**config.mk**
```make
export PLATFORM = sky130hd
export DESIGN_NAME = dual_servo_pwm_with_trim_top
export DESIGN_NICKNAME = d
export VERILOG_FILES = /design/src/hw/rtl/dspwm_pkg.sv /design/src/hw/rtl/dual_servo_pwm_with_trim_top.sv
export SDC_FILE = /design/constraint.sdc
export NUM_CORES = 1
export LEC_CHECK = 0
export BUFFER_PORTS_ARGS = -buffer_cell sky130_fd_sc_hd__buf_2
export CAP_MARGIN = 30
export CORE_MARGIN = 4
export CORE_UTILIZATION = 67
export CTS_BUF_LIST = sky130_fd_sc_hd__clkbuf_8
export DETAILED_ROUTE_END_ITERATION = 7
export PLACE_DENSITY = 0.89
export SLEW_MARGIN = 30
export SYNTH_ARGS = -nofsm -noshare
export SYNTH_HDL_FRONTEND = slang
export SYNTH_SLANG_ARGS = --single-unit
export TNS_END_PERCENT = 100
```
**constraint.sdc**
```tcl
create_clock -name clock -period 14.91 [get_ports clock]
set_input_delay 2.982 -clock clock [delete_from_list [all_inputs] [get_ports clock]]
set_output_delay 2.982 -clock clock [all_outputs]
set_load 0.02 [all_outputs]
```
**src/hw/rtl/dspwm_pkg.sv**
```systemverilog
`default_nettype none

package dspwm_pkg;

   localparam int unsigned DUTY_W   = 8;
   localparam int unsigned SENSOR_W = 10;
   localparam int unsigned CSR_IDX_W  = 3;
   localparam int unsigned CSR_DATA_W = 10;
   localparam int unsigned BUTTON_N = 5;

   localparam logic [DUTY_W-1:0]   PERIOD_RST    = 8'd200;
   localparam logic [DUTY_W-1:0]   DUTY_MIN_RST  = 8'd10;
   localparam logic [DUTY_W-1:0]   DUTY_MAX_RST  = 8'd21;
   localparam logic [DUTY_W-1:0]   AUTO_DUTY_RST = 8'd20;
   localparam logic [SENSOR_W-1:0] THRESH_RST    = 10'd10;
   localparam logic [DUTY_W-1:0]   DUTY_RST      = 8'd10;

   // bit positions in the held-button vector
   localparam int unsigned BTN_TOGGLE = 0;
   localparam int unsigned BTN_UP_A   = 1;
   localparam int unsigned BTN_DOWN_A = 2;
   localparam int unsigned BTN_UP_B   = 3;
   localparam int unsigned BTN_DOWN_B = 4;

   typedef enum logic [CSR_IDX_W-1:0] {
      CSR_PERIOD_TICKS     = 3'd0,
      CSR_DUTY_MIN         = 3'd1,
      CSR_DUTY_MAX         = 3'd2,
      CSR_AUTOPILOT_DUTY   = 3'd3,
      CSR_SENSOR_THRESHOLD = 3'd4
   } csr_index_type;

   typedef struct packed {
      logic                mode;
      logic                toggle_level;
      logic                up_a_level;
      logic                down_a_level;
      logic                up_b_level;
      logic                down_b_level;
      logic [SENSOR_W-1:0] sensor_a;
      logic [SENSOR_W-1:0] sensor_c;
   } req_type;

   typedef struct packed {
      logic              pulse_a;
      logic              pulse_b;
      logic              autopilot_on;
      logic [DUTY_W-1:0] duty_a_now;
      logic [DUTY_W-1:0] duty_b_now;
   } rsp_type;

endpackage

`default_nettype wire

```
**src/hw/rtl/dual_servo_pwm_with_trim_top.sv**
```systemverilog
`default_nettype none

// channel | direction | handshake           | payload
// req     | in        | req_valid/req_stall | req_data (dspwm_pkg::req_type)
// rsp     | out       | rsp_valid/rsp_stall | rsp_data (dspwm_pkg::rsp_type)
// csr     | in        | csr_we              | csr_index, csr_wdata
//
// one word per cycle: each tick or poll is worked out in the cycle it is taken
// and its result sits in the output register from the next cycle on.
// the output register is the only stage; the next word is taken whenever it is
// empty or being emptied, so a stalled result holds off the input only.
// synchronous reset restores register and state defaults and empties the output.

module dual_servo_pwm_with_trim_top (
   input  wire                              clock,
   input  wire                              reset,
   input  wire                              req_valid,
   output logic                             req_stall,
   input  wire  dspwm_pkg::req_type         req_data,
   output logic                             rsp_valid,
   input  wire                              rsp_stall,
   output dspwm_pkg::rsp_type               rsp_data,
   input  wire                              csr_we,
   input  wire  [dspwm_pkg::CSR_IDX_W-1:0]  csr_index,
   input  wire  [dspwm_pkg::CSR_DATA_W-1:0] csr_wdata
);
   import dspwm_pkg::*;

   logic [DUTY_W-1:0]   period_ff, duty_min_ff, duty_max_ff, auto_duty_ff;
   logic [SENSOR_W-1:0] thresh_ff;

   logic [DUTY_W-1:0]   tick_count_ff, tick_count_in;
   logic                level_a_ff, level_a_in, level_b_ff, level_b_in;
   logic [DUTY_W-1:0]   duty_a_ff, duty_a_in, duty_b_ff, duty_b_in;
   logic                autopilot_ff, autopilot_in;
   logic [BUTTON_N-1:0] held_ff, held_in;

   logic                rsp_valid_ff;
   rsp_type             rsp_data_ff;

   logic                accept;
   logic [DUTY_W:0]     tick_inc;
   logic [BUTTON_N-1:0] levels, press;
   logic [DUTY_W-1:0]   da, db;

   assign req_stall = rsp_valid_ff & rsp_stall;
   assign accept    = req_valid & ~req_stall;
   assign rsp_valid = rsp_valid_ff;
   assign rsp_data  = rsp_data_ff;

   assign levels = {req_data.down_b_level, req_data.up_b_level, req_data.down_a_level,
                    req_data.up_a_level, req_data.toggle_level};
   // active low buttons: a press counts only when not already held
   assign press  = ~held_ff & ~levels;

   assign tick_inc = {1'b0, tick_count_ff} + {{DUTY_W{1'b0}}, 1'b1};

   always_comb begin
      tick_count_in = tick_count_ff;
      level_a_in    = level_a_ff;
      level_b_in    = level_b_ff;
      duty_a_in     = duty_a_ff;
      duty_b_in     = duty_b_ff;
      autopilot_in  = autopilot_ff;
      held_in       = held_ff;
      da            = duty_a_ff;
      db            = duty_b_ff;
      if (!req_data.mode) begin
         if (tick_inc >= {1'b0, period_ff}) begin
            tick_count_in = '0;
         end else begin
            tick_count_in = tick_inc[DUTY_W-1:0];
         end
         if (tick_count_in == '0) begin
            level_a_in = 1'b1;
            level_b_in = 1'b1;
         end
         if (tick_count_in == duty_a_ff) level_a_in = 1'b0;
         if (tick_count_in == duty_b_ff) level_b_in = 1'b0;
      end else begin
         if (autopilot_ff) begin
            priority if (req_data.sensor_a > thresh_ff) begin
               da = auto_duty_ff;
            end else if (req_data.sensor_c > thresh_ff) begin
               db = auto_duty_ff;
            end else begin
               da = duty_min_ff;
               db = duty_min_ff;
            end
         end
         // trim up then down, in that order, on the overridden duties
         if (press[BTN_UP_A] && da < duty_max_ff)   da = da + 8'd1;
         if (press[BTN_DOWN_A] && da > duty_min_ff) da = da - 8'd1;
         if (press[BTN_UP_B] && db < duty_max_ff)   db = db + 8'd1;
         if (press[BTN_DOWN_B] && db > duty_min_ff) db = db - 8'd1;
         duty_a_in    = da;
         duty_b_in    = db;
         autopilot_in = autopilot_ff ^ press[BTN_TOGGLE];
         held_in      = ~levels;
      end
   end

   always_ff @(posedge clock) begin
      if (reset) begin
         period_ff    <= PERIOD_RST;
         duty_min_ff  <= DUTY_MIN_RST;
         duty_max_ff  <= DUTY_MAX_RST;
         auto_duty_ff <= AUTO_DUTY_RST;
         thresh_ff    <= THRESH_RST;
      end else if (csr_we) begin
         unique case (csr_index_type'(csr_index))
            CSR_PERIOD_TICKS:     period_ff    <= csr_wdata[DUTY_W-1:0];
            CSR_DUTY_MIN:         duty_min_ff  <= csr_wdata[DUTY_W-1:0];
            CSR_DUTY_MAX:         duty_max_ff  <= csr_wdata[DUTY_W-1:0];
            CSR_AUTOPILOT_DUTY:   auto_duty_ff <= csr_wdata[DUTY_W-1:0];
            CSR_SENSOR_THRESHOLD: thresh_ff    <= csr_wdata[SENSOR_W-1:0];
            default: ;
         endcase
      end
   end

   always_ff @(posedge clock) begin
      if (reset) begin
         tick_count_ff <= '0;
         level_a_ff    <= 1'b0;
         level_b_ff    <= 1'b0;
         duty_a_ff     <= DUTY_RST;
         duty_b_ff     <= DUTY_RST;
         autopilot_ff  <= 1'b0;
         held_ff       <= '0;
      end else if (accept) begin
         tick_count_ff <= tick_count_in;
         level_a_ff    <= level_a_in;
         level_b_ff    <= level_b_in;
         duty_a_ff     <= duty_a_in;
         duty_b_ff     <= duty_b_in;
         autopilot_ff  <= autopilot_in;
         held_ff       <= held_in;
      end
   end

   always_ff @(posedge clock) begin
      if (reset) begin
         rsp_valid_ff <= 1'b0;
      end else if (accept) begin
         rsp_valid_ff <= 1'b1;
      end else if (!rsp_stall) begin
         rsp_valid_ff <= 1'b0;
      end
   end

   always_ff @(posedge clock) begin
      if (accept) begin
         rsp_data_ff.pulse_a      <= level_a_in;
         rsp_data_ff.pulse_b      <= level_b_in;
         rsp_data_ff.autopilot_on <= autopilot_in;
         rsp_data_ff.duty_a_now   <= duty_a_in;
         rsp_data_ff.duty_b_now   <= duty_b_in;
      end
   end

endmodule

`default_nettype wire

```
==> flow_summary.ini, run 1 <==
[timing]
holdWs_ns = 0.459
setup_tns_ns = 0
finalSetupViolCount = 0
hold_viol = 0
max_slew.worst_pin.slew_ns = 0.874
slew_headroom_pct = 41.7
period_share_pct = 68.8
drv_slew = 0
finalClockSkew_ns = 0.0296
rsz0062_at_grt = no
fin_crit_ns = 10.26
fmax_mhz = 97.5

[drt]
num_vias = 6382
drt_wl_total_mm = 19.2
drcViolationCount = 0
drt_iter0_markers = 709
ant_nets = 0
viasPerCell = 6.43
wl_per_cell_um = 19.4
drt-pass1-iter-count = 8

[worst_setup_path]
worst-path-buf-inv = 3
start_kind = primary input
required_ns = 15.03
crit_type = in2reg
timing.critical_path.to_type = flip-flop
cp_max_fo = 14
critPathMaxStageDelay_ns = 0.77
cpLargestDelayFamily = compound AO/OA/AOI/OAI gates
crit_slowest_cell = a2111oi_1
crit_arrival_ns = 10.38

[synth]
synthArstFlopShare_pct = 0
ys_top_cells_by_area = dfxtp_1 23%, ha_1 12%, edfxtp_1 8.7%
netlist_instances = 806
synth_edf_count = 19
yosys.area.top_type = dfxtp_1
syn_area_per_cell_um2 = 8.16
yosys_warnings = 0
mappedNetlistArea_um2 = 6580
synth.yosys.seq_area_share_pct = 31.5
ys_ff_latch = 94
synthTopCellsByCount = 110 x nand2_1, 75 x dfxtp_1, 72 x a21oi_1, 63 x ha_1, 60 x inv_1
netlist.area_leader.share_pct = 22.8
synthFlopType = dfxtp_1
syn-num-nets = 913
synth.distinct_cells = 77
synth.most_common_cell = nand2_1

[grt]
grt_pass1_vias = 6125
track_usage_pct = 34.2
grt_antenna_before_repair = 0
grt_pass1_wl_mm = 30.8
grt_max_degree = 56
grt-ovfl-total = 0

[run]
drv_cap = 0

[die]
dieArea_um2 = 11500
core_area_um2 = 9420
ioPinCount = 65
rows = 35
die_h_um = 107
die_w_um = 107
start_util_pct = 69.9

[clock_network]
clk_pin_slew_ns = 0.10
cts_made_buffers = 9
root_buffer = clkbuf_8
cts_resized = 0
post-cts-setup-buffers = 0
cts_hold_buffers = 0
tritoncts = yes
htree_num_levels = 3
clock_latency_ns = 0.38
cts_sinks = 94
cts.path.max_buffers = 2

[min_path]
hp-class = reg2reg

[placement]
place_inst = 975
portBuffers = 64
hpwl_mm = 14.6
routabilityCongestion = 0.975

[cells_and_area]
areaGrowthSynthToFinish_pct = 9.36
fin_nets = 966
stdcell_count = 993
antennaDiodeCount = 0
drive_gt1_share_pct = 13.7

[power_and_ir_drop]
ir_drop_uv = 62.3
p_leak_nw = 3.10
power_density_nw_per_um2 = 85.5

[status]
status = finished, final reports clean
## worst reg2reg max path, cell delays in order, from the launching register on
cell       delay [ns]
dfxtp_1          0.36
inv_1            0.09
ha_1             0.32
a21oi_1          0.23
o21ai_0          0.17
a211oi_2         0.23
nor2_2           0.17
a21o_1           0.29
a222oi_1         0.77
buf_2            0.30
ha_1             0.26
a211o_1          0.29
o21ai_0          0.17
nand3_1          0.09
nor2_1           0.49
nand4_2          0.33
nor3_2           0.26
xnor2_1          0.19
clkinv_1         0.19
ha_1             0.34
nand3_1          0.11
o21bai_1         0.17
a2111oi_1        0.77
a21boi_0         0.41
o21ai_0          0.25
xnor2_1          0.19
mux2_2           0.29
## final timing paths
| kind | cells after the start | start | slack (ns) | to |
|---|---|---|---|---|
| worst max-delay path | 26 | req_data[9] | 4.65 | rsp_data[11] |
| worst min-delay path | 2 | thresh_ff[4] | 0.46 | thresh_ff[4] |
| worst max register to register | 26 | thresh_ff[7] | 6.94 | rsp_data[11] |
| worst min register to register | 2 | thresh_ff[4] | 0.46 | thresh_ff[4] |
## cells by family (layout without fill, tap and decap cells)
| kind of cell | count (synthesis) | after routing | synth area share [%] |
|---|---|---|---|
| and+or+nand+nor | 283 | 283 | 20.7 |
| AOI/OAI and AO/OA | 214 | 214 | 21.7 |
| DFF | 94 | 94 | 31.5 |
| xor gates and xnor gates | 37 | 37 | 5.04 |
| muxes | 23 | 23 | 3.69 |
| buffers and inverters | 92 | 150 | 5.42 |
| adders and majority gates | 63 | 63 | 12.0 |
## where the power goes
group | internal (mW) | switching [mW] | total (mW) | leakage [nW]
sequential | 0.272 | 0.0106 | 0.283 | 0.795
combinational | 0.0559 | 0.0919 | 0.148 | 2.20
clock | 0.0801 | 0.104 | 0.184 | 0.102
total | 0.408 | 0.207 | 0.615 | 3.10
## per-layer routing
metal	track usage [%]	share of wire, %
met1	44.6	39
met2	57.8	48
met3	5.18	9.6
met4	11.3	3.4
met5	0	0
## layout make-up
cell class | count | area [um^2]
Timing Repair Buffer | 71 | 365
Sequential cell | 94 | 2070
Tap cell | 129 | 161
Inverter | 63 | 236
Clock inverter | 7 | 80.1
Multi-Input combinational cell | 620 | 4160
Fill cell | 705 | 2220
Clock buffer | 9 | 124
## state kept, by name, indices dropped and copies added (netlist names)
name / flops
held_ff: 5
period_ff: 8
duty_max_ff: 8
level_a_ff: 1
level_b_ff: 1
tick_count_ff: 8
autopilot_ff: 1
rsp_data: 19
duty_min_ff: 8
duty_b_ff: 8
rsp_valid: 1
auto_duty_ff: 8
thresh_ff: 10
duty_a_ff: 8
## placed cells by master (no fill, tap or decap), types with 3 or more instances in the layout
| master | n |
|---|---|
| nand2_1 | 110 |
| dfxtp_1 | 75 |
| a21oi_1 | 72 |
| buf_2 | 66 |
| ha_1 | 63 |
| inv_1 | 60 |
| nor2_1 | 58 |
| o21ai_0 | 30 |
| nand3_1 | 29 |
| xnor2_1 | 21 |
| edfxtp_1 | 19 |
| nor3_1 | 15 |
| xor2_1 | 15 |
| a21o_1 | 14 |
| mux2i_1 | 13 |
| o211ai_1 | 12 |
| and3_1 | 12 |
| a211oi_1 | 12 |
| o21a_1 | 11 |
| nor4_1 | 11 |
| mux2_2 | 10 |
| nand4_1 | 9 |
| clkbuf_8 | 9 |
| a31oi_1 | 8 |
| a211o_1 | 7 |
| and2_1 | 7 |
| o21ai_1 | 5 |
| nor2b_1 | 4 |
| a22oi_1 | 4 |
| nand3b_1 | 3 |
| o31ai_1 | 3 |
| o211a_1 | 3 |
| nand2b_1 | 3 |
| a222oi_1 | 3 |
| o32ai_1 | 3 |
| and4_1 | 3 |
| buf_4 | 3 |
## through the flow
| step | power (mW) | instance area (um^2) | util [%] | worst slack (ns) |
|---|---|---|---|---|
| 3_3_place_gp | 0.423 | 6960 | 74.0 | 4.47 |
| 3_5_place_dp | 0.431 | 6970 | 74.1 | 4.43 |
| 6_report | 0.615 | 7190 | 76.4 | 4.65 |
| 2_1_floorplan | 0.388 | 6580 | - | 5.53 |
| 5_1_grt | 0.643 | 7190 | 76.4 | 3.98 |
| 4_1_cts | 0.610 | 7180 | 76.2 | 4.84 |
(Power assumes the default switching activity.)
==> inputs of run 2 (changes only) <==
--- a/config.mk
+++ b/config.mk
@@ -5,13 +5,14 @@
 export SDC_FILE = /design/constraint.sdc
 export NUM_CORES = 1
 export LEC_CHECK = 0
+export ABC_AREA = 1
 export BUFFER_PORTS_ARGS = -buffer_cell sky130_fd_sc_hd__buf_2
 export CAP_MARGIN = 30
 export CORE_MARGIN = 4
-export CORE_UTILIZATION = 67
+export CORE_UTILIZATION = 62
 export CTS_BUF_LIST = sky130_fd_sc_hd__clkbuf_8
 export DETAILED_ROUTE_END_ITERATION = 7
-export PLACE_DENSITY = 0.89
+export PLACE_DENSITY = 0.83
 export SLEW_MARGIN = 30
 export SYNTH_ARGS = -nofsm -noshare
 export SYNTH_HDL_FRONTEND = slang
==> constraint.sdc (replaced) <==
create_clock -name clock -period 10.2 [get_ports clock]
set_input_delay 2.04 -clock clock [delete_from_list [all_inputs] [get_ports clock]]
set_output_delay 2.04 -clock clock [all_outputs]
set_load 0.02 [all_outputs]
==> run 2 against run 1 <==
Clock-buffer cell count grew 1. Core utilization down 7.6 points. Critical path depth grew 5. Via count rose by 0.85%. Sequential power increased by 51%. Critical path type unchanged. Critical endpoint is now rsp_data[13]. Largest cell class unchanged. Largest power group unchanged.
==> flow_summary.ini, run 2 <==
[synth]
ys_top_cells_by_area = dfxtp_1 22%, nand2_1 12%, ha_1 11%
synthTopCellsByCount = 211 x nand2_1, 160 x inv_1, 75 x dfxtp_1, 74 x o21ai_0, 73 x a21oi_1
synth.distinct_cells = 48
yosys.area.top_type = dfxtp_1
mappedNetlistArea_um2 = 6880
synthFlopType = dfxtp_1
yosys_warnings = 0
netlist.area_leader.share_pct = 21.8
synthArstFlopShare_pct = 0
ys_ff_latch = 94
syn-num-nets = 1082
synth_edf_count = 19
syn_area_per_cell_um2 = 7.06
netlist_instances = 975
synth.most_common_cell = nand2_1
synth.yosys.seq_area_share_pct = 30.1

[die]
die_h_um = 113
core_area_um2 = 10800
dieArea_um2 = 12800
start_util_pct = 63.5
ioPinCount = 65
rows = 38
die_w_um = 113

[grt]
grt_pass1_vias = 6113
track_usage_pct = 28.6
grt_pass1_wl_mm = 29.3
grt_antenna_before_repair = 0
grt-ovfl-total = 0
grt_max_degree = 66

[worst_setup_path]
r2r_slack_ns = 4.48
cp_common_cell = nand2_1
crit_slowest_cell = a2111oi_0
crit_arrival_ns = 7.26
start_kind = primary input
timing.critical_path.to_type = flip-flop
crit_type = in2reg
critPathMaxStageDelay_ns = 0.41
cp_max_fo = 20
required_ns = 10.34

[placement]
portBuffers = 64
routabilityCongestion = 0.908
hpwl_mm = 13.9

[timing]
setup_tns_ns = 0
fin_crit_ns = 7.11
fmax_mhz = 141
holdWs_ns = 0.469
finalClockSkew_ns = 0.0130
rsz0062_at_grt = no
hold_viol = 0
slew_headroom_pct = 47.9
period_share_pct = 69.7
drv_slew = 0
max_slew.worst_pin.slew_ns = 0.778
finalSetupViolCount = 0

[clock_network]
tritoncts = yes
root_buffer = clkbuf_8
cts.path.max_buffers = 2
htree_num_levels = 3
cts_resized = 0
cts_sinks = 94
cts_made_buffers = 9
cts_hold_buffers = 0
post-cts-setup-buffers = 0
clock_latency_ns = 0.37
clk_pin_slew_ns = 0.10

[cells_and_area]
drive_gt1_share_pct = 14.9
antennaDiodeCount = 0
final_cell_mix = 211 x nand2_1, 162 x inv_1, 75 x dfxtp_1
final_common_cell = nand2_1
nFillCells = 963
largest_reg_flops = 19
areaGrowthSynthToFinish_pct = 8.44
fin_nets = 1133

[drt]
ant_nets = 0
drt_wl_total_mm = 17.9
wl_per_cell_um = 15.3
drcViolationCount = 0
num_vias = 6436
drt-pass1-iter-count = 5
drt_iter0_markers = 613
viasPerCell = 5.50

[power_and_ir_drop]
p_leak_nw = 3.72
ir_drop_uv = 131
power_density_nw_per_um2 = 143

[min_path]
hp-class = reg2reg

[run]
drv_cap = 0

[status]
status = finished, final reports clean
[run 2: changes by cell type after synthesis, moves of 12 or more]
cell / delta
o21ai_0: +44
nand2_2: +17
nand3_1: +26
xnor2_1: -18
a21o_1: -13
o21ai_2: +12
mux2i_1: -13
inv_1: +100
nand2_1: +101
[run 2: kinds of logic (layout without fill, tap and decap cells)]
kind of cell	after synthesis	in the layout	share of synthesized area (%)
buf+inv	194	250	11.2
simple gates	385	385	25.8
flops	94	94	30.1
fa+ha+maj	63	63	11.5
xor+xnor	27	27	3.44
compound gates	212	212	18.1
[run 2: cell type report]
| class | instances | area (um^2) | share of cell area, % |
|---|---|---|---|
| multi-input combinational | 687 | 4040 | 54.2 |
| sequential | 94 | 2070 | 27.8 |
| inverter | 167 | 627 | 8.40 |
| timing repair buffer | 67 | 343 | 4.59 |
| tap | 140 | 175 | 2.35 |
| clock buffer | 10 | 138 | 1.84 |
| clock inverter | 6 | 63.8 | 0.855 |
[run 2: routing by layer]
metal  vias up  wire length (um)  GRT usage (%)  part of all wire, %
met2       200              8130           46.8                   45
met5         -                 0              0                    0
met4         0               584           10.6                  3.3
met3        51              1110           5.78                  6.2
met1      2900              8070           37.3                   45
li1       3285                 -              -                    -
[run 2: worst paths after layout]
check	startpoint	end	depth (start not counted)
max	req_data[5]	rsp_data[13]	31
min	period_ff[4]	period_ff[4]	2
max reg2reg	thresh_ff[5]	rsp_data[13]	31
min reg2reg	period_ff[4]	period_ff[4]	2
[run 2: critical path: cells and delay by family]
family	cells	cell delay, ns
AO/OA/AOI/OAI	7	1.60
adder cells (fa/ha/maj)	3	0.96
buffers and inverters	3	0.36
AND/OR/NAND/NOR	18	2.29
[run 2: metrics by stage]
stage / instance area, um^2 / instances / power, mW / utilization [%] / worst slack [ns]
final: 7460 / 1171 / 1.07 / 68.8 / 3.09
after global routing: 7460 / 1171 / 1.14 / 68.8 / 2.64
after CTS: 7460 / 1171 / 1.07 / 68.8 / 3.21
after detailed placement: 7260 / 1155 / 0.814 / 67.0 / 2.84
after global placement: 7260 / 1155 / 0.808 / 67.0 / 2.96
after floorplan: 6880 / 975 / 0.720 / - / 3.54
[run 2: where the power goes]
| group | internal, mW | total [mW] | switching, mW |
|---|---|---|---|
| clock network | 0.120 | 0.259 | 0.138 |
| registers | 0.408 | 0.427 | 0.0183 |
| logic | 0.128 | 0.385 | 0.256 |
| total | 0.657 | 1.07 | 0.413 |
